--- src/rtl/jsu_pkg.sv ---
// Shared types, codes and helpers for the JSON string unescape unit.
`timescale 1ns / 1ps

package jsu_pkg;

    // Result kinds
    localparam logic [1:0] KIND_DATA = 2'd0;
    localparam logic [1:0] KIND_DONE = 2'd1;
    localparam logic [1:0] KIND_ERR  = 2'd2;

    // Error codes
    localparam logic [2:0] ERR_NONE     = 3'd0;
    localparam logic [2:0] ERR_ESCAPE   = 3'd1;
    localparam logic [2:0] ERR_HEX      = 3'd2;
    localparam logic [2:0] ERR_CONTROL  = 3'd3;
    localparam logic [2:0] ERR_NO_QUOTE = 3'd4;

    // Characters the parser reacts to
    localparam logic [7:0] CH_QUOTE  = 8'h22;
    localparam logic [7:0] CH_BSLASH = 8'h5c;
    localparam logic [7:0] CH_SLASH  = 8'h2f;
    localparam logic [7:0] CH_B      = 8'h62;
    localparam logic [7:0] CH_F      = 8'h66;
    localparam logic [7:0] CH_N      = 8'h6e;
    localparam logic [7:0] CH_R      = 8'h72;
    localparam logic [7:0] CH_T      = 8'h74;
    localparam logic [7:0] CH_U      = 8'h75;
    localparam logic [7:0] CTRL_MAX  = 8'd31;

    localparam logic [15:0] HIGH_FIRST = 16'hd800;
    localparam logic [15:0] HIGH_LAST  = 16'hdbff;
    localparam logic [15:0] LOW_FIRST  = 16'hdc00;
    localparam logic [15:0] LOW_LAST   = 16'hdfff;
    localparam logic [20:0] SUPP_BASE  = 21'h10000;

    localparam int MaxBytes = 4;

    typedef enum logic [6:0] {
        PH_IDLE    = 7'b0000001,
        PH_BODY    = 7'b0000010,
        PH_ESC     = 7'b0000100,
        PH_HEX     = 7'b0001000,
        PH_WAIT_BS = 7'b0010000,
        PH_WAIT_U  = 7'b0100000,
        PH_HEX_LOW = 7'b1000000
    } phase_t;

    typedef struct packed {
        phase_t      phase;
        logic [1:0]  digits;
        logic [15:0] high_unit;
        logic [15:0] hex_accum;
    } state_t;

    // Up to four words from one input byte; kind/err apply to all of them
    typedef struct packed {
        logic [2:0]                count;
        logic [MaxBytes-1:0][7:0]  bytes;
        logic [1:0]                kind;
        logic [2:0]                err;
    } result_t;

    // {valid, value}
    function automatic logic [4:0] hex_digit(input logic [7:0] c);
        logic [4:0] r;
        r = 5'd0;
        if (c >= 8'h30 && c <= 8'h39)
            r = {1'b1, c[3:0]};
        else if ((c >= 8'h61 && c <= 8'h66) || (c >= 8'h41 && c <= 8'h46))
            r = {1'b1, c[3:0] + 4'd9};
        return r;
    endfunction

    function automatic result_t utf8_encode(input logic [20:0] cp);
        result_t r;
        r = '0;
        r.kind = KIND_DATA;
        r.err  = ERR_NONE;
        if (cp < 21'h80) begin
            r.count    = 3'd1;
            r.bytes[0] = cp[7:0];
        end
        else if (cp < 21'h800) begin
            r.count    = 3'd2;
            r.bytes[0] = {3'b110, cp[10:6]};
            r.bytes[1] = {2'b10, cp[5:0]};
        end
        else if (cp < 21'h10000) begin
            r.count    = 3'd3;
            r.bytes[0] = {4'b1110, cp[15:12]};
            r.bytes[1] = {2'b10, cp[11:6]};
            r.bytes[2] = {2'b10, cp[5:0]};
        end
        else begin
            r.count    = 3'd4;
            r.bytes[0] = {5'b11110, cp[20:18]};
            r.bytes[1] = {2'b10, cp[17:12]};
            r.bytes[2] = {2'b10, cp[11:6]};
            r.bytes[3] = {2'b10, cp[5:0]};
        end
        return r;
    endfunction

endpackage

--- src/rtl/json_string_unescape_unit.sv ---
// Top level of the JSON string unescape unit: input register, parser state, result buffer.
`timescale 1ns / 1ps

// Channel  Dir  tdata            tuser                      tlast
// s_*      in   [7:0] in_byte    restart                    end_of_text
// m_*      out  [7:0] out_byte   [1:0] kind, [4:2] err code last word of the byte
//
// A byte is registered in the input register, decoded there and its words go to the result
// buffer that drives m_*. One byte per cycle while each yields at most one word and m_tready
// is high; a \u escape that decodes to several UTF-8 bytes holds the input while the buffer
// drains. Reset clears the input register, the result buffer and puts the parser idle
// (awaiting a restart byte). Back pressure on m_tready stalls decoding and then s_tready.

module json_string_unescape_unit (
    input  logic       clk,
    input  logic       rst_n,
    input  logic       s_tvalid,
    output logic       s_tready,
    input  logic [7:0] s_tdata,    // [7:0] in_byte
    input  logic       s_tuser,    // restart
    input  logic       s_tlast,    // end_of_text
    output logic       m_tvalid,
    input  logic       m_tready,
    output logic [7:0] m_tdata,    // [7:0] out_byte
    output logic [4:0] m_tuser,    // [1:0] kind, [4:2] error_code
    output logic       m_tlast     // last word caused by the input byte
);

    logic             in_valid_reg;
    logic [7:0]       in_byte_reg;
    logic             in_restart_reg;
    logic             in_eot_reg;

    jsu_pkg::state_t  state_reg;
    jsu_pkg::state_t  state_next;
    jsu_pkg::result_t res;

    logic             buf_ready;
    logic             proc_fire;
    logic             s_fire;

    jsu_decode u_decode (
        .cur     (state_reg),
        .in_byte (in_byte_reg),
        .restart (in_restart_reg),
        .eot     (in_eot_reg),
        .nxt     (state_next),
        .res     (res)
    );

    // bytes that produce no word never wait on the buffer
    assign proc_fire = in_valid_reg && (res.count == 3'd0 || buf_ready);
    assign s_tready  = !in_valid_reg || proc_fire;
    assign s_fire    = s_tvalid && s_tready;

    always_ff @(posedge clk or negedge rst_n)
    begin
        if (!rst_n)
            in_valid_reg <= 1'b0;
        else if (s_fire)
            in_valid_reg <= 1'b1;
        else if (proc_fire)
            in_valid_reg <= 1'b0;
    end

    always_ff @(posedge clk)
    begin
        if (s_fire)
        begin
            in_byte_reg    <= s_tdata;
            in_restart_reg <= s_tuser;
            in_eot_reg     <= s_tlast;
        end
    end

    always_ff @(posedge clk or negedge rst_n)
    begin
        if (!rst_n)
        begin
            state_reg.phase     <= jsu_pkg::PH_IDLE;
            state_reg.digits    <= 2'd0;
            state_reg.high_unit <= 16'd0;
            state_reg.hex_accum <= 16'd0;
        end
        else if (proc_fire)
        begin
            state_reg <= state_next;
        end
    end

    jsu_obuf u_obuf (
        .clk      (clk),
        .rst_n    (rst_n),
        .load     (proc_fire && res.count != 3'd0),
        .res      (res),
        .ready    (buf_ready),
        .m_tvalid (m_tvalid),
        .m_tready (m_tready),
        .m_tdata  (m_tdata),
        .m_tuser  (m_tuser),
        .m_tlast  (m_tlast)
    );

    a_status_to_idle: assert property (@(posedge clk) disable iff (!rst_n)
        (proc_fire && res.count != 3'd0 && res.kind != jsu_pkg::KIND_DATA)
            |=> state_reg.phase == jsu_pkg::PH_IDLE)
        else $error("parser not idle after done or error");

    a_restart_leaves_idle: assert property (@(posedge clk) disable iff (!rst_n)
        (proc_fire && in_restart_reg && res.count == 3'd0)
            |=> state_reg.phase != jsu_pkg::PH_IDLE)
        else $error("restart byte without result left parser idle");

    a_idle_silent: assert property (@(posedge clk) disable iff (!rst_n)
        (in_valid_reg && !in_restart_reg && state_reg.phase == jsu_pkg::PH_IDLE)
            |-> res.count == 3'd0)
        else $error("idle parser produced a result");

endmodule

--- src/rtl/jsu_decode.sv ---
// Next-state and result logic for one string body byte.
`timescale 1ns / 1ps

module jsu_decode (
    input  jsu_pkg::state_t  cur,
    input  logic [7:0]       in_byte,
    input  logic             restart,
    input  logic             eot,
    output jsu_pkg::state_t  nxt,
    output jsu_pkg::result_t res
);

    jsu_pkg::state_t base;
    logic [4:0]      hex;
    logic [15:0]     acc_new;
    logic [20:0]     pair_cp;

    always_comb
    begin
        base = cur;
        if (restart)
        begin
            base.phase     = jsu_pkg::PH_BODY;
            base.digits    = 2'd0;
            base.high_unit = 16'd0;
            base.hex_accum = 16'd0;
        end
    end

    assign hex     = jsu_pkg::hex_digit(in_byte);
    assign acc_new = {base.hex_accum[11:0], hex[3:0]};
    // 0x10000 + (high - 0xd800) << 10 + (low - 0xdc00)
    assign pair_cp = jsu_pkg::SUPP_BASE + {1'b0, base.high_unit[9:0], acc_new[9:0]};

    always_comb
    begin
        nxt      = base;
        res      = '0;
        res.kind = jsu_pkg::KIND_DATA;
        res.err  = jsu_pkg::ERR_NONE;
        unique case (base.phase)
            jsu_pkg::PH_BODY:
            begin
                if (eot)
                begin
                    nxt.phase = jsu_pkg::PH_IDLE;
                    res.count = 3'd1;
                    res.kind  = jsu_pkg::KIND_ERR;
                    res.err   = jsu_pkg::ERR_NO_QUOTE;
                end
                else if (in_byte == jsu_pkg::CH_QUOTE)
                begin
                    nxt.phase = jsu_pkg::PH_IDLE;
                    res.count = 3'd1;
                    res.kind  = jsu_pkg::KIND_DONE;
                end
                else if (in_byte == jsu_pkg::CH_BSLASH)
                begin
                    nxt.phase = jsu_pkg::PH_ESC;
                end
                else if (in_byte <= jsu_pkg::CTRL_MAX)
                begin
                    nxt.phase = jsu_pkg::PH_IDLE;
                    res.count = 3'd1;
                    res.kind  = jsu_pkg::KIND_ERR;
                    res.err   = jsu_pkg::ERR_CONTROL;
                end
                else
                begin
                    res.count    = 3'd1;
                    res.bytes[0] = in_byte;
                end
            end
            jsu_pkg::PH_ESC:
            begin
                nxt.phase = jsu_pkg::PH_BODY;
                res.count = 3'd1;
                if (eot)
                begin
                    nxt.phase = jsu_pkg::PH_IDLE;
                    res.kind  = jsu_pkg::KIND_ERR;
                    res.err   = jsu_pkg::ERR_ESCAPE;
                end
                else
                begin
                    unique case (in_byte)
                        jsu_pkg::CH_B: res.bytes[0] = 8'h08;
                        jsu_pkg::CH_F: res.bytes[0] = 8'h0c;
                        jsu_pkg::CH_N: res.bytes[0] = 8'h0a;
                        jsu_pkg::CH_R: res.bytes[0] = 8'h0d;
                        jsu_pkg::CH_T: res.bytes[0] = 8'h09;
                        jsu_pkg::CH_QUOTE, jsu_pkg::CH_SLASH, jsu_pkg::CH_BSLASH:
                            res.bytes[0] = in_byte;
                        jsu_pkg::CH_U:
                        begin
                            nxt.phase     = jsu_pkg::PH_HEX;
                            nxt.digits    = 2'd0;
                            nxt.hex_accum = 16'd0;
                            res.count     = 3'd0;
                        end
                        default:
                        begin
                            nxt.phase = jsu_pkg::PH_IDLE;
                            res.kind  = jsu_pkg::KIND_ERR;
                            res.err   = jsu_pkg::ERR_ESCAPE;
                        end
                    endcase
                end
            end
            jsu_pkg::PH_HEX, jsu_pkg::PH_HEX_LOW:
            begin
                if (eot || !hex[4])
                begin
                    nxt.phase = jsu_pkg::PH_IDLE;
                    res.count = 3'd1;
                    res.kind  = jsu_pkg::KIND_ERR;
                    res.err   = jsu_pkg::ERR_HEX;
                end
                else
                begin
                    nxt.hex_accum = acc_new;
                    if (base.digits != 2'd3)
                    begin
                        nxt.digits = base.digits + 2'd1;
                    end
                    else
                    begin
                        nxt.digits = 2'd0;
                        if (base.phase == jsu_pkg::PH_HEX)
                        begin
                            if (acc_new >= jsu_pkg::HIGH_FIRST && acc_new <= jsu_pkg::HIGH_LAST)
                            begin
                                nxt.high_unit = acc_new;
                                nxt.phase     = jsu_pkg::PH_WAIT_BS;
                            end
                            else
                            begin
                                nxt.phase = jsu_pkg::PH_BODY;
                                res       = jsu_pkg::utf8_encode({5'd0, acc_new});
                            end
                        end
                        else if (acc_new < jsu_pkg::LOW_FIRST || acc_new > jsu_pkg::LOW_LAST)
                        begin
                            nxt.phase = jsu_pkg::PH_IDLE;
                            res.count = 3'd1;
                            res.kind  = jsu_pkg::KIND_ERR;
                            res.err   = jsu_pkg::ERR_HEX;
                        end
                        else
                        begin
                            nxt.phase = jsu_pkg::PH_BODY;
                            res       = jsu_pkg::utf8_encode(pair_cp);
                        end
                    end
                end
            end
            jsu_pkg::PH_WAIT_BS:
            begin
                if (eot || in_byte != jsu_pkg::CH_BSLASH)
                begin
                    nxt.phase = jsu_pkg::PH_IDLE;
                    res.count = 3'd1;
                    res.kind  = jsu_pkg::KIND_ERR;
                    res.err   = jsu_pkg::ERR_HEX;
                end
                else
                begin
                    nxt.phase = jsu_pkg::PH_WAIT_U;
                end
            end
            jsu_pkg::PH_WAIT_U:
            begin
                if (eot || in_byte != jsu_pkg::CH_U)
                begin
                    nxt.phase = jsu_pkg::PH_IDLE;
                    res.count = 3'd1;
                    res.kind  = jsu_pkg::KIND_ERR;
                    res.err   = jsu_pkg::ERR_HEX;
                end
                else
                begin
                    nxt.phase     = jsu_pkg::PH_HEX_LOW;
                    nxt.digits    = 2'd0;
                    nxt.hex_accum = 16'd0;
                end
            end
            default:
            begin
                // idle (or a corrupt code): byte dropped without result
                nxt.phase = jsu_pkg::PH_IDLE;
            end
        endcase
    end

endmodule

--- src/rtl/jsu_obuf.sv ---
// Result register that plays out up to four words of one decoded byte.
`timescale 1ns / 1ps

module jsu_obuf (
    input  logic             clk,
    input  logic             rst_n,
    input  logic             load,
    input  jsu_pkg::result_t res,
    output logic             ready,
    output logic             m_tvalid,
    input  logic             m_tready,
    output logic [7:0]       m_tdata,   // [7:0] out_byte
    output logic [4:0]       m_tuser,   // [1:0] kind, [4:2] error_code
    output logic             m_tlast    // last word of this input byte
);

    logic                                  valid_reg;
    logic [1:0]                            idx_reg;
    logic [2:0]                            cnt_reg;
    logic [jsu_pkg::MaxBytes-1:0][7:0]     bytes_reg;
    logic [1:0]                            kind_reg;
    logic [2:0]                            err_reg;
    logic                                  at_last;
    logic                                  out_fire;

    assign at_last  = ({1'b0, idx_reg} + 3'd1) == cnt_reg;
    assign out_fire = valid_reg && m_tready;
    assign ready    = !valid_reg || (m_tready && at_last);

    always_ff @(posedge clk or negedge rst_n)
    begin
        if (!rst_n)
        begin
            valid_reg <= 1'b0;
            idx_reg   <= 2'd0;
            cnt_reg   <= 3'd0;
        end
        else if (load)
        begin
            valid_reg <= 1'b1;
            idx_reg   <= 2'd0;
            cnt_reg   <= res.count;
        end
        else if (out_fire)
        begin
            if (at_last)
                valid_reg <= 1'b0;
            else
                idx_reg <= idx_reg + 2'd1;
        end
    end

    always_ff @(posedge clk)
    begin
        if (load)
        begin
            bytes_reg <= res.bytes;
            kind_reg  <= res.kind;
            err_reg   <= res.err;
        end
    end

    assign m_tvalid = valid_reg;
    assign m_tdata  = bytes_reg[idx_reg];
    assign m_tuser  = {err_reg, kind_reg};
    assign m_tlast  = at_last;

    a_cnt_range: assert property (@(posedge clk) disable iff (!rst_n)
        valid_reg |-> (cnt_reg != 3'd0 && cnt_reg <= 3'd4))
        else $error("result count out of range");

    a_status_single: assert property (@(posedge clk) disable iff (!rst_n)
        (valid_reg && kind_reg != jsu_pkg::KIND_DATA) |-> (cnt_reg == 3'd1 && at_last))
        else $error("done or error result spans more than one word");

    a_no_overwrite: assert property (@(posedge clk) disable iff (!rst_n)
        load |-> (!valid_reg || (m_tready && at_last)))
        else $error("result register overwritten before drained");

endmodule
--- config.mk ---
export PLATFORM = sky130hd
export DESIGN_NAME = json_string_unescape_unit
export DESIGN_NICKNAME = d
export VERILOG_FILES = /design/src/rtl/jsu_pkg.sv /design/src/rtl/json_string_unescape_unit.sv /design/src/rtl/jsu_decode.sv /design/src/rtl/jsu_obuf.sv
export SDC_FILE = /design/constraint.sdc
export NUM_CORES = 1
export LEC_CHECK = 0
export BUFFER_PORTS_ARGS = -buffer_cell sky130_fd_sc_hd__buf_4
export CAP_MARGIN = 25
export CORE_MARGIN = 2
export CORE_UTILIZATION = 40
export CTS_BUF_LIST = sky130_fd_sc_hd__clkbuf_16
export DETAILED_ROUTE_END_ITERATION = 12
export HOLD_SLACK_MARGIN = 0.15
export PLACE_DENSITY = 0.65
export SLEW_MARGIN = 20
export SYNTH_ARGS = -nofsm -noshare
export SYNTH_HDL_FRONTEND = slang
export SYNTH_SLANG_ARGS = --single-unit
--- constraint.sdc ---
create_clock -name clk -period 4.89 [get_ports clk]
set_input_delay 0.489 -clock clk [delete_from_list [all_inputs] [get_ports clk]]
set_output_delay 0.489 -clock clk [all_outputs]
set_load 0.01 [all_outputs]
# After elaboration in Yosys (flattened, before gate mapping)
# Index checks and enable logic that the tools add are counted.
[word_totals]
ff_bits = 95
input_bits = 14
output_inout_bits = 16
elab_cells = 187
[op_classes]
add_sub_neg = 5
n_lt_le_gt_ge = 17
eq_ne = 20
muxes = 95
bitwise_logic = 1
n_reduce_logical = 32
[ops]
columns = ["op", "n"]
rows = [
  ["two-way mux 24 bit", 8],
  ["two-way mux 16 bit", 10],
  ["two-way mux 40 bit", 3],
  ["two-way mux 8 bit", 10],
  ["== test 8 x 7 -> 1 bit, second input constant", 7],
  ["two-way mux 7 bit", 8],
  ["two-way mux 5 bit", 11],
  ["one-hot mux 16 bit (3 select lines)", 1],
  ["one-hot mux 8 bit (6 select lines)", 1],
  ["two-way mux 41 bit", 1],
  ["one-hot mux 7 bit (5 select lines)", 1],
  ["two-way mux 34 bit", 1],
  ["two-way mux 32 bit", 1],
  ["two-way mux 3 bit", 9],
  ["one-hot mux 5 bit (5 select lines)", 1],
  ["one-hot mux 8 bit (3 select lines)", 1],
  ["two-way mux 22 bit", 1],
  ["adder 17 x 20 -> 21 bit, first input constant", 1],
  ["less-than comparator 21 x 12 -> 1 bit, second input constant", 1],
  ["less-than comparator 21 x 17 -> 1 bit, second input constant", 1],
  ["less-than comparator 21 x 8 -> 1 bit, second input constant", 1],
  ["two-way mux 2 bit", 10],
  ["binary-select mux 8 bit (select 2 bit)", 1],
  ["== test 8 x 6 -> 1 bit, second input constant", 2],
  ["44 further kinds", 78],
]

# Depth between registers and ports, before layout
# Gate-level depths: netlist (run 1).
[logic_depth]
ltp_word = 24
ltp_mapped = 17
ltp_nobuf = 11

# Hierarchy
# A second synthesis (run 1) with hierarchy kept.
[unflattened]
hier_cells = 639
hier_area_um2 = 6488.7
[modules_own_cells]
columns = ["mod", "instances", "cells_per_inst", "area_per_inst_um2", "seq_area_each_um2"]
rows = [
  ["jsu_decode", 1, 454, 2750.1, 0.0],
  ["json_string_unescape_unit", 1, 104, 2065.7, 1352.5],
  ["jsu_obuf", 1, 81, 1672.9, 1261.2],
]

# Worst setup path after synthesis (run 1)
# OpenSTA, ideal clock, no wires.
[synth_timing]
path_type = "reg-to-reg"
from = "reg in_restart_reg"
to = "reg u_obuf.bytes_reg[0] in the netlist's numbering (enable)"
setup_ps = 429
arrival_ps = 4346
required_ps = 4461
setup_slack_ps = 115
path_stages_with_launch = 13
n_path_buf = 4
period_less_slack_ps = 4775
cell_sequence = "edfxtp_1 > buf_2 > buf_1 > clkbuf_1 > clkbuf_1 > nor2b_1 > ha_1 > a211oi_1 > a22oi_1 > o311ai_1 > o221a_2 > nor3_1 > nor2_1"
[synth_via]
elab_chain_len = 15
word_cells_on_any_way = 37
classes_between = "add/sub: 1; order compare: 9; eq/ne: 7; mux: 12; reduce/logical: 8"
[synth_lines]
columns = ["element", "line", "text"]
rows = [
  ["start, declared", "json_string_unescape_unit.sv:31", "logic in_restart_reg;"],
  ["start signal, assigned", "json_string_unescape_unit.sv:71", "in_restart_reg <= s_tuser;"],
  ["two-way mux 41 bit (*)", "jsu_decode.sv:21", "if (restart)"],
  ["adder 17 x 20 -> 21 bit", "jsu_decode.sv:33", "assign pair_cp = jsu_pkg::SUPP_BASE + {1'b0, base.high_unit[9:0], acc_new[9:0]};"],
  ["less-than comparator 21 x 17 -> 1 bit", "jsu_pkg.sv:88", "else if (cp < 21'h10000) begin"],
  ["two-way mux 3 bit", "jsu_pkg.sv:88", ""],
  ["two-way mux 3 bit", "jsu_pkg.sv:83", "else if (cp < 21'h800) begin"],
  ["two-way mux 3 bit", "jsu_pkg.sv:79", "if (cp < 21'h80) begin"],
  ["two-way mux 3 bit", "jsu_decode.sv:142", "else if (acc_new < jsu_pkg::LOW_FIRST || acc_new > jsu_pkg::LOW_LAST)"],
  ["two-way mux 40 bit", "jsu_decode.sv:129", "if (base.phase == jsu_pkg::PH_HEX)"],
  ["two-way mux 40 bit", "jsu_decode.sv:122", "if (base.digits != 2'd3)"],
  ["two-way mux 3 bit", "jsu_decode.sv:112", "if (eot || !hex[4])"],
  ["one-hot mux 3 bit (5 select lines) (*)", "jsu_decode.sv:41", "unique case (base.phase)"],
  ["logical NOT 3 bit", "json_string_unescape_unit.sv:52", "assign proc_fire = in_valid_reg && (res.count == 3'd0 || buf_ready);"],
  ["logical OR 1 bit", "json_string_unescape_unit.sv:52", ""],
  ["logical AND 1 bit", "json_string_unescape_unit.sv:52", ""],
  ["logical AND 1 bit (*)", "json_string_unescape_unit.sv:94", ".load (proc_fire && res.count != 3'd0),"],
  ["net u_obuf.load", "jsu_obuf.sv:7", "input logic load,"],
  ["end signal, assigned", "jsu_obuf.sv:57", "bytes_reg <= res.bytes;"],
  ["end, declared", "jsu_obuf.sv:20", "logic [jsu_pkg::MaxBytes-1:0][7:0] bytes_reg;"],
]
# Mark *: on every way through the listed nets, which the timed path passes. The rest lies on a longest branch.
# A chain may end at the register's enable or synchronous reset.

# Final worst setup path (run 1)
[layout_timing]
from = "reg in_restart_reg"
to = "reg state_reg[32] in the netlist's numbering"
[layout_via]
elab_chain_len = 14
word_cells_on_any_way = 42
classes_between = "add/sub: 2; order compare: 9; eq/ne: 7; mux: 18; reduce/logical: 6"
[layout_lines]
columns = ["element", "line", "text"]
rows = [
  ["two-way mux 41 bit (*)", "jsu_decode.sv:21", ""],
  ["adder 17 x 20 -> 21 bit", "jsu_decode.sv:33", ""],
  ["less-than comparator 21 x 17 -> 1 bit", "jsu_pkg.sv:88", ""],
  ["two-way mux 3 bit", "jsu_pkg.sv:88", ""],
  ["two-way mux 3 bit", "jsu_pkg.sv:83", ""],
  ["two-way mux 3 bit", "jsu_pkg.sv:79", ""],
  ["two-way mux 3 bit", "jsu_decode.sv:142", ""],
  ["two-way mux 40 bit", "jsu_decode.sv:129", ""],
  ["two-way mux 40 bit", "jsu_decode.sv:122", ""],
  ["two-way mux 3 bit", "jsu_decode.sv:112", ""],
  ["one-hot mux 3 bit (5 select lines)", "jsu_decode.sv:41", ""],
  ["logical NOT 3 bit", "json_string_unescape_unit.sv:52", ""],
  ["logical OR 1 bit", "json_string_unescape_unit.sv:52", ""],
  ["logical AND 1 bit", "json_string_unescape_unit.sv:52", ""],
  ["end signal, assigned", "json_string_unescape_unit.sv:87", "state_reg <= state_next;"],
  ["end, declared", "json_string_unescape_unit.sv:34", "jsu_pkg::state_t state_reg;"],
]
# Every way passes the cells marked *; elsewhere a longest branch is shown, timed or not.

==> impl_results.md, run 1 <==
* Yosys Warn Count at 0
* Bufs on Longest Clock Path at 2
* Met1 wire length at 6.58 mm
* Cell Area, Synth at 0.00511 sq mm
* Period minus WS final at 3.89 ns
* Max FO, Critical Path at 19
* Drt pass-1 iters at 5
* Total negative slack at 0 ns
* First-pass GRT wire length at 23.5 mm
* Avg Inst Size Synth at ~9.8 sq um
* Slew HR at 0.382
* Total power at 0.00237 W
* GRT Util Overall at 0.233
* Share of post-route cells with drive strength above 1 at 0.144
* DR top layer: met4
* Initial antenna violation count at 0
* DP HPWL at 11.4 mm
* Reg clk slew, reported paths at 0.07 ns
* Run status: completed
* Die ar. at 0.0137 sq mm
* Pwr Density at 414 mW/mm^2
* Final Util at 0.455
* Core ar. at 0.0126 sq mm
* Met2 WL post-DR at 7.16 mm
* Die X-Extent at between 100 and 150 um
* GR Overflow Total at 0
* Ys async rst share at 0.463
* Crit path kind: flip-flop to flip-flop
* Io pins at 30
* Pin count of the biggest net entering global routing at 39
* Leak at 2.17 nW
* Crit path DAT at approximately 4.2 ns
* CP startpoint kind: flip-flop
* Hold WC Path Type: input pin to flip-flop
* Standard-cell rows at 41
* Port Buffers at 29
* Critical Path RT at 5.18 ns
* Fin crit share at 0.796
* Max-slew violation count at 0
* Max cap viols at 0
* CTS buffer count at 9
* FMAX at 257 MHz
* Syn Inst Count at 523
* DRC violations left at 0
* Initial Util at 0.407
* RSZ-0062 raised after global routing: false
* Diodes inserted at 0
* EDFF count, synth at 44
* # clock sinks at 82
* Syn nets at approximately 540
* Final ANT Viol Nets at 0
* Least-Margin Pin Slew at 0.921 ns
* Worst ir drop on vdd at 0.163 mV
* Nets at ~560
* H-tree Lvls at 3
* CTS tree: built
* Via Count at between 4k and 5k
* Number of post-CTS setup repair buffers at 0
* Skew-Pair Late Insertion Delay at 0.36 ns
* Clk_skew at between 0.009 and 0.01 ns
* # setup viols final at 0
* Synth Flop Type: edfxtp_1
* Max FFs per register at 31
* Die Ht at ~120 um
* RePlAce Congestion at between 0.9 and 1
* Clock tree root buffer cell: clkbuf_16
* DRT iter0 DRCs at between 400 and 500
* Sequential share of the synthesized area at 0.445
* DRT Wirelength at 15.2 mm
* Critical path endpoint category: flip-flop
* Post-Place Setup Slack at just under 1 ns
* Vias per cell at a little over 6
* Endpoints failing hold at 0
* Area Overhead vs Synth at 11.8%
* Routed WL per cell at 21.3 um
* Vias in the first global route at 4225
* Final Worst Setup Slack at 0.996 ns
* Metal3 WL at ~990 um
* Synthesis-stage register bit count at 82
* Netlist cell types at slightly below 80
synth_stat cells, types with 5 or more instances:
cell	instances	area, sq um
clkbuf_1	19	71.3
nand2_1	45	169
nor3_1	17	85.1
a21oi_1	29	145
a22o_1	15	131
o21ai_0	23	115
nor4_1	8	50.1
edfxtp_1	44	1320
nand3_1	11	55.1
nor2_1	50	188
inv_1	24	90.1
ha_1	7	87.6
o21bai_1	5	37.5
a22oi_1	11	82.6
mux4_2	7	158
o2bb2ai_1	5	43.8
mux2i_1	6	60.1
or2_2	5	31.3
a31oi_1	5	31.3
buf_2	6	30.0
nand4b_1	5	43.8
and2_1	5	31.3
and3_1	6	37.5
a21o_1	5	37.5
o22ai_1	16	100
dfrtp_1	37	926
nor2b_1	12	75.1
what timing repair did:
action                                 4_1_cts  5_1_grt
hold buffers                                 1        0
endpoints found under the hold margin       37        0
resized for setup                            0        0
power by group:
part / total, W / switching, W / internal, W
clock: 0.000648 / 0.000300 / 0.000348
sequential: 0.000972 / 0.000127 / 0.000845
combinational: 0.000746 / 0.000425 / 0.000321
total: 0.00237 / 0.000852 / 0.00151
layer usage:
metal / vias up / track usage
met5: - / 0
met4: 0 / 0.107
met3: 32 / 0.0469
met2: 191 / 0.364
met1: 2154 / 0.312
li1: 2024 / -
cell type report:
class | instances | area [sq um]
flip-flops and latches | 82 | 2270
repair buffers | 35 | 265
clock inverters | 7 | 52.6
clock buffers | 9 | 225
well taps | 172 | 215
inverters | 26 | 97.6
multi-input cells | 384 | 2580
fillers | 1212 | 6850
critical path, stage by stage (launching register included):
cell and delay, ns:
edfxtp_1 0.40, buf_4 0.22, nor2b_1 0.24, ha_1 0.31
a211oi_1 0.26, a22oi_1 0.15, o311ai_1 0.51, nand2_1 0.09
nand2_1 0.17, inv_2 0.08, o41a_4 0.58, nor4_4 0.54
mux2_2 0.27
cell usage in the layout, fill, tap and decap left out, types with 6 or more instances in the layout:
cell type	n
a21oi_1	29
a22o_1	15
a22oi_1	11
and3_1	6
buf_4	34
clkbuf_16	9
dfrtp_1	37
edfxtp_1	44
ha_1	7
inv_1	24
mux2i_1	6
mux4_2	7
nand2_1	45
nand3_1	11
nor2_1	49
nor2b_1	12
nor3_1	17
nor4_1	8
o21ai_0	23
o22ai_1	16
worst paths after layout:
| kind | slack, ns | cells after the start | start | to |
|---|---|---|---|---|
| max | 1.0 | 12 | in_restart_reg$_DFFE_PP_ | state_reg[32]$_DFFE_PN0N_ |
| min | 0.30 | 1 | s_tlast | in_eot_reg$_DFFE_PP_ |
| max reg2reg | 1.0 | 12 | in_restart_reg$_DFFE_PP_ | state_reg[32]$_DFFE_PN0N_ |
| min reg2reg | 0.50 | 1 | state_reg[33]$_DFFE_PN0N_ | state_reg[33]$_DFFE_PN0N_ |
| max in group asynchronous | 3.89 | 2 | rst_n | state_reg[34]$_DFFE_PN1N_ |
| min in group asynchronous | 0.65 | 2 | rst_n | state_reg[36]$_DFFE_PN0N_ |
kinds of logic (layout without fill, tap and decap cells):
group	after synthesis	in the layout	share of synthesized area
multiplexers	15	15	0.0470
AND/OR/NAND/NOR	195	195	0.203
flip-flops	82	82	0.445
AO/OA/AOI/OAI	159	159	0.224
buffers and inverters	57	77	0.0499
adder cells (fa/ha/maj)	7	7	0.0171
XOR/XNOR	8	8	0.0137
through the flow:
| step | cell area, sq um | std cells | hold slack [ns] |
|---|---|---|---|
| final | 5710 | 715 | 0.300 |
| after global routing | 5710 | 715 | 0.289 |
| after CTS | 5710 | 715 | 0.296 |
| after detailed placement | 5430 | 698 | 0.489 |
| after global placement | 5430 | 698 | 0.493 |
| after floorplan | 5110 | 523 | 0.193 |
Note: power is estimated with default switching activity, not from simulation.
==> run 2: changes to the inputs <==
- ABC_AREA: unset -> 1
- PLACE_DENSITY: 0.65 -> 0.63
- clock period: 4.89 -> 3.62 ns (I/O delays scaled with it)
==> run 2 against run 1 <==
Net effect: total power increased by 40%; worst hold slack got worse by 0.12 ns; flip-flop and latch count stayed put; critical path depth stayed put; utilization grew 0.27 points; highest routed layer unchanged; area after synthesis grew 9.3%; critical path type is now flip-flop to output port; cell area up 10%; sequential power grew 28%; critical endpoint is now s_tready; count of clock-buffer cells in the layout unchanged; clock power rose by 50%.
==> impl_results.md, run 2 <==
* H-tree Lvls at 3 (unchanged)
* R2R Path Start: in_byte_reg[0]$_DFFE_PP_
* Worst R2R Path Depth at 14 (+2)
* Clock tree root buffer cell: clkbuf_16
* Critical R2R Capture: in_byte_reg[4]$_DFFE_PP_
* Yosys top cell area share at 0.236 (-0.0221)
* Skew-Pair Late Insertion Delay at 0.35 ns (about the same)
* Leak at 2.98 nW (+37%)
* Max FO, Critical Path at 15 (-4)
* Crit path DAT at 2.96 ns (-1.23 ns)
* Standard-cell rows at 43 (+4.9%)
* DRT Wirelength at 16.2 mm (+6.2%)
* Most frequent cell after synthesis: nand2_1
* Synthesis-stage register bit count at 82 (unchanged)
* Cell Area, Synth at 0.00559 sq mm (+9.3%)
* Commonest non-fill, non-tap cell in the layout: nand2_1
* Worst ir drop on vdd at 0.238 mV (+46%)
* Slew HR at 0.464 (+0.0824)
* EDFF count, synth at 44 (unchanged)
* Ys async rst share at 0.463 (unchanged)
* Port Buffers at 29 (unchanged)
* Met1 wire length at 7.50 mm (+14%)
* CTS tree: built
* Synth Flop Type: edfxtp_1
* Run status: completed
* Area Overhead vs Synth at 12.7%
* Metal3 WL at 1.01 mm (+2.2%)
* FMAX at 301 MHz
* Nets at 807 (+44%)
* Yosys top cell by area: edfxtp_1
* Final ANT Viol Nets at 0 (unchanged)
* DRC violations left at 0 (unchanged)
* Hold Path Origin: s_tdata[5]
* Syn nets at 779 (+43%)
* Netlist cell types at 49 (-38%)
* Area contributors post-synth: edfxtp_1, dfrtp_1, nand2_1
* Pwr Density at 525 mW/mm^2 (+27%)
* Max-slew violation count at 0 (unchanged)
* Inst Count DP at 954 (+37%)
* CP startpoint kind: flip-flop
* Hold WC Path Type: input pin to flip-flop
* Met2 WL post-DR at 7.06 mm (-1.5%)
* Total negative slack at 0 ns (unchanged)
* Core ar. at 0.0138 sq mm (+9.6%)
* DRT iter0 DRCs at 530 (+10%)
* DP HPWL at 12.1 mm (+6.4%)
* DR top layer: met4
* Hold worst-path end: in_byte_reg[5]$_DFFE_PP_
* Die ar. at 0.0149 sq mm (+9.0%)
* Critical path endpoint category: output port
* Endpoints failing hold at 0 (unchanged)
* # setup viols final at 0 (unchanged)
* Share of post-route cells with drive strength above 1 at 0.124 (-0.0198)
* Drt pass-1 iters at 5 (unchanged)
* Hold-fix buffers, CTS at 1 (unchanged)
* Vias per cell at 5.48 (-11%)
* Reg clk slew, reported paths at 0.06 ns (about the same)
* Non-Filler Instances at 971 (+36%)
* Period minus WS final at 3.32 ns
* CTS buffer count at 9 (unchanged)
* Bufs on Longest Clock Path at 2 (unchanged)
* R2R setup slack at 0.49 ns (-0.51 ns)
* Fin crit share at 0.917
* GRT Util Overall at 0.230 (-0.00227)
* Max cap viols at 0 (unchanged)
* Number of post-CTS setup repair buffers at 0 (unchanged)
* Post-synth top cells: nand2_1, inv_1, nand3_1, nor2_1
* Die X-Extent at 122 um (+4.4%)
* Via Count at 5320 (+21%)
* Final Util at 0.457 (+0.00274)
* Io pins at 30 (unchanged)
* Avg Inst Size Synth at 7.37 sq um (-25%)
* Vias in the first global route at 4890 (+16%)
* Die Ht at 122 um (+4.4%)
* Worst Hold Depth at 1 (unchanged)
* Hold Slack at 0.178 ns (-0.121 ns)
* GR Overflow Total at 0 (unchanged)
* Syn Inst Count at 758 (+45%)
* Critical Path RT at 3.26 ns (-1.92 ns)
* Crit path kind: flip-flop to output port
* RePlAce Congestion at 0.965 (+1.4%)
* Diodes inserted at 0 (unchanged)
* Initial antenna violation count at 0 (unchanged)
* Max FFs per register at 31 (unchanged)
* Sequential share of the synthesized area at 0.407 (-0.0379)
* Least-Margin Pin Slew at 0.798 ns (-0.123 ns)
* Resize count post-CTS at 0 (unchanged)
* Clk_skew at 0.00732 ns (-0.00246 ns)
* Total power at 0.00331 W (+40%)
* First-pass GRT wire length at 26.0 mm (+10%)
* Pin count of the biggest net entering global routing at 39 (unchanged)
* RSZ-0062 raised after global routing: false
* Routed WL per cell at 16.7 um (-22%)
* Initial Util at 0.406 (-0.000965)
* # clock sinks at 82 (unchanged)
* Most frequent cells in the layout: nand2_1, inv_1, nand3_1
* Yosys Warn Count at 0 (unchanged)
## run 2: cell types whose count changed after synthesis, moves of 7 or more
cell	previous run	this run
nand2_1	45	215
a22oi_1	11	3
nand3_1	11	75
o211ai_1	3	11
nand4_1	4	17
nor2_1	50	65
inv_1	24	81
nor2b_1	12	0
o21ai_0	23	44
clkbuf_1	19	10
mux4_2	7	0
a22o_1	15	0
nand2_2	1	13
## run 2: worst max path at each step
| stage | from | end | slack, ns | cells after the start |
|---|---|---|---|---|
| after floorplan | in_restart_reg$_DFFE_PP_ | u_obuf.bytes_reg[0]$_DFFE_PP_ | 0.30 | 15 |
| after global placement | in_restart_reg$_DFFE_PP_ | in_restart_reg$_DFFE_PP_ | 0.56 | 14 |
| after detailed placement | in_restart_reg$_DFFE_PP_ | in_restart_reg$_DFFE_PP_ | 0.49 | 14 |
| after CTS | in_byte_reg[0]$_DFFE_PP_ | s_tready | 0.33 | 12 |
| after global routing | in_restart_reg$_DFFE_PP_ | s_tready | 0.09 | 12 |
| final | in_byte_reg[0]$_DFFE_PP_ | s_tready | 0.30 | 12 |
## run 2: report_power, final
part | internal (W) | switching (W) | total (W)
clock network | 0.000596 | 0.000377 | 0.000973
logic | 0.000375 | 0.000718 | 0.00109
registers | 0.00116 | 0.0000851 | 0.00124
total | 0.00213 | 0.00118 | 0.00331
## run 2: cell families after synthesis
family,share of synthesized area
AO/OA/AOI/OAI,0.137
adder cells (fa/ha/maj),0.0157
XOR/XNOR,0.00627
AND/OR/NAND/NOR,0.346
buffers and inverters,0.0880
flip-flops,0.407
## run 2: area by class of cell
type | instances | area, sq um
fillers | 1419 | 7470
multi-input cells | 562 | 2820
clock inverters | 7 | 86.3
flip-flops and latches | 82 | 2270
well taps | 180 | 225
inverters | 89 | 337
clock buffers | 9 | 225
repair buffers | 42 | 330
## run 2: critical path, cell delays in order (launching register included)
cell	delay [ns]
edfxtp_1	0.49
inv_1	0.20
ha_1	0.26
o21ai_0	0.11
nand2_1	0.06
nand2_1	0.18
nand2_2	0.22
nand3_4	0.20
nor2_4	0.28
nand2_2	0.15
nand3_4	0.13
nand3_1	0.11
buf_4	0.20
## run 2: per-stage QoR
| stage | worst slack (ns) | cell area [sq um] |
|---|---|---|
| floorplan | 0.304 | 5590 |
| global placement | 0.563 | 5980 |
| detailed placement | 0.493 | 5980 |
| CTS | 0.335 | 6300 |
| global route | 0.0897 | 6300 |
| finish | 0.301 | 6300 |
## run 2: routing by layer
metal	vias to the layer above	track usage
met5	-	0
li1	2617	-
met2	213	0.341
met4	0	0.110
met3	38	0.0421
met1	2452	0.325
==> run 3: changes to the inputs <==
- CORE_ASPECT_RATIO: unset -> 1.2
==> run 3 against run 2 <==
Net effect: non-clock buffer count fell by 1; clock skew rose by 0.0022 ns; wire length rose by 0.30%; sequential power rose by 3%; largest cell class unchanged; largest power group unchanged.
==> impl_results.md, run 3 (synthesized netlist as in run 2, its figures left out) <==
* Family with the most delay on the worst path: simple AND/OR/NAND/NOR gates
* Hold WC Path Type: input pin to flip-flop
* Die ar. at 0.0149 sq mm (about the same)
* Crit path kind: flip-flop to output port
* Leak at 3.01 nW (+0.97%)
* Clk_skew at 0.00948 ns (+0.00216 ns)
* Crit path to: s_tready
* Crit-path cells: inv_6, nand2_1, nor2_2, nand4_1, nand2_2, nand3_4, nor2_4, nand2_2, nand3_4, nand3_1, buf_4
* Final ANT Viol Nets at 0 (unchanged)
* First-pass GRT wire length at 26.0 mm (about the same)
* Max FFs per register at 31 (unchanged)
* Core ar. at 0.0137 sq mm (-0.52%)
* Worst path max stage delay at 0.59 ns (+0.10 ns)
* Die X-Extent at 112 um (-8.4%)
* Vias in the first global route at 4919 (+0.59%)
* Final instance area at 0.00634 sq mm (+0.62%)
* Initial Util at 0.408 (+0.00211)
* Port Buffers at 29 (unchanged)
* Io pins at 30 (unchanged)
* CP startpoint kind: flip-flop
* Critical path depth at 11 (-1)
* RePlAce Congestion at 1.06 (+10%)
* Slew HR at 0.416 (-0.0487)
* Number of post-CTS setup repair buffers at 0 (unchanged)
* Post-Place Setup Slack at 0.408 ns (-0.0849 ns)
* Fillers at 1391 (-2.0%)
* Period minus WS final at 3.39 ns (+0.0747 ns)
* DRC violations left at 0 (unchanged)
* # clock sinks at 82 (unchanged)
* Max cap viols at 0 (unchanged)
* Worst R2R Path Depth at 14 (unchanged)
* H-tree Lvls at 3 (unchanged)
* Run status: completed
* Worst ir drop on vdd at 0.341 mV (+44%)
* DRT Wirelength at 16.2 mm (+0.30%)
* Critical path launch point: in_restart_reg$_DFFE_PP_
* Fin crit share at 0.938 (+0.0206)
* Max FO, Critical Path at 32 (+17)
* Endpoints failing hold at 0 (unchanged)
* # setup viols final at 0 (unchanged)
* R2R Path Start: in_byte_reg[0]$_DFFE_PP_
* Placed Area at 0.00596 sq mm (-0.31%)
* CTS buffer count at 9 (unchanged)
* Reg clk slew, reported paths at 0.06 ns (about the same)
* Crit path DAT at 3.03 ns (+0.07 ns)
* Critical Path RT at 3.26 ns (about the same)
* Vias per cell at 5.47 (-0.25%)
* GR Overflow Total at 0 (unchanged)
* Commonest non-fill, non-tap cell in the layout: nand2_1
* Initial antenna violation count at 0 (unchanged)
* Max-slew violation count at 0 (unchanged)
* Pwr Density at 546 mW/mm^2 (+4.0%)
* DP HPWL at 12.3 mm (+1.4%)
* Die Ht at 133 um (+9.2%)
* FMAX at 295 MHz (-2.2%)
* Drt pass-1 iters at 5 (unchanged)
* Via Count at 5252 (-1.3%)
* Routed WL per cell at 16.9 um (+1.3%)
* Critical R2R Capture: in_byte_reg[0]$_DFFE_PP_
* Slowest cell on crit path: edfxtp_1
* Buf/Inv on CP at 2 (unchanged)
* Pin count of the biggest net entering global routing at 39 (unchanged)
* Share of post-route cells with drive strength above 1 at 0.125 (+0.00142)
* R2R setup slack at 0.47 ns (-0.02 ns)
* DRT iter0 DRCs at 570 (+7.5%)
* Hold Slack at 0.190 ns (+0.0110 ns)
* Critical path endpoint category: output port
* Skew-Pair Late Insertion Delay at 0.35 ns (about the same)
* GRT Util Overall at 0.219 (-0.0113)
* Clock tree root buffer cell: clkbuf_16
* CTS tree: built
* Most frequent cells in the layout: nand2_1, inv_1, nand3_1
* Area Overhead vs Synth at 13.4%
* Nets at 806 (-0.12%)
* Diodes inserted at 0 (unchanged)
* RSZ-0062 raised after global routing: false
* Bufs on Longest Clock Path at 2 (unchanged)
* Final Worst Setup Slack at 0.226 ns (-0.0747 ns)
* Total negative slack at 0 ns (unchanged)
* Final Util at 0.463 (+0.00521)
* Standard-cell rows at 47 (+9.3%)
* Least-Margin Pin Slew at 0.877 ns (+0.0783 ns)
-- run 3: cell types whose count changed in the layout (fill, tap and decap cells not counted), sizes merged --
cell,change
buf,-1
clkinv,-1
clkinvlp,-2
inv,+1
bufinv,+2
-- run 3: power by group --
| part | switching [W] | internal, W |
|---|---|---|
| registers | 0.000118 | 0.00116 |
| clock network | 0.000386 | 0.000745 |
| logic | 0.000685 | 0.000373 |
-- run 3: metrics by stage --
step           power, W  instances
2_1_floorplan   0.00199        758
3_3_place_gp    0.00234        944
3_5_place_dp    0.00235        944
4_1_cts         0.00348        961
5_1_grt         0.00364        961
6_report        0.00346        961
-- run 3: timing repair --
item                       CTS  global route
hold buffers                 1             0
hold endpoints to repair    37             0
gates resized for setup      0             1
setup endpoints to repair    0             1
-- run 3: worst min-delay path by stage --
| stage | slack (ns) | end | cells past startpoint | start |
|---|---|---|---|---|
| 3_3_place_gp | 0.37 | u_obuf.idx_reg[0]$_DFFE_PN0P_ | 1 | rst_n |
| 5_1_grt | 0.19 | in_byte_reg[5]$_DFFE_PP_ | 1 | s_tdata[5] |
| 2_1_floorplan | 0.07 | in_valid_reg$_DFFE_PN0P_ | 0 | rst_n |
| 4_1_cts | 0.19 | in_byte_reg[5]$_DFFE_PP_ | 1 | s_tdata[5] |
| 6_report | 0.19 | in_byte_reg[7]$_DFFE_PP_ | 1 | s_tdata[7] |
| 3_5_place_dp | 0.38 | u_obuf.idx_reg[0]$_DFFE_PN0P_ | 1 | rst_n |
-- run 3: area by class of cell --
class                           count  area (sq um)  share of cell area
Multi-Input combinational cell    562          2820               0.445
Clock buffer                        9           225              0.0355
Inverter                           89           339              0.0535
Sequential cell                    82          2270               0.359
Clock inverter                      7           141              0.0223
Timing Repair Buffer               41           323              0.0509
Tap cell                          171           214              0.0338
-- run 3: layer usage --
metal	GRT usage	wire length (um)
met2	0.361	7640
met4	0.0947	668
met5	0	0
met3	0.0287	983
met1	0.290	6930
-- run 3: worst register-to-register path, cell delays in order, from the launching register on --
cell	delay, ns
edfxtp_1	0.50
inv_1	0.21
ha_1	0.26
o21ai_0	0.12
nand2_1	0.07
nand2_1	0.17
nand2_2	0.21
nand2_1	0.15
nand2_1	0.11
nand2_1	0.06
nor2_1	0.23
nand3_4	0.14
nand3_1	0.13
nand2_1	0.09
inv_1	0.35
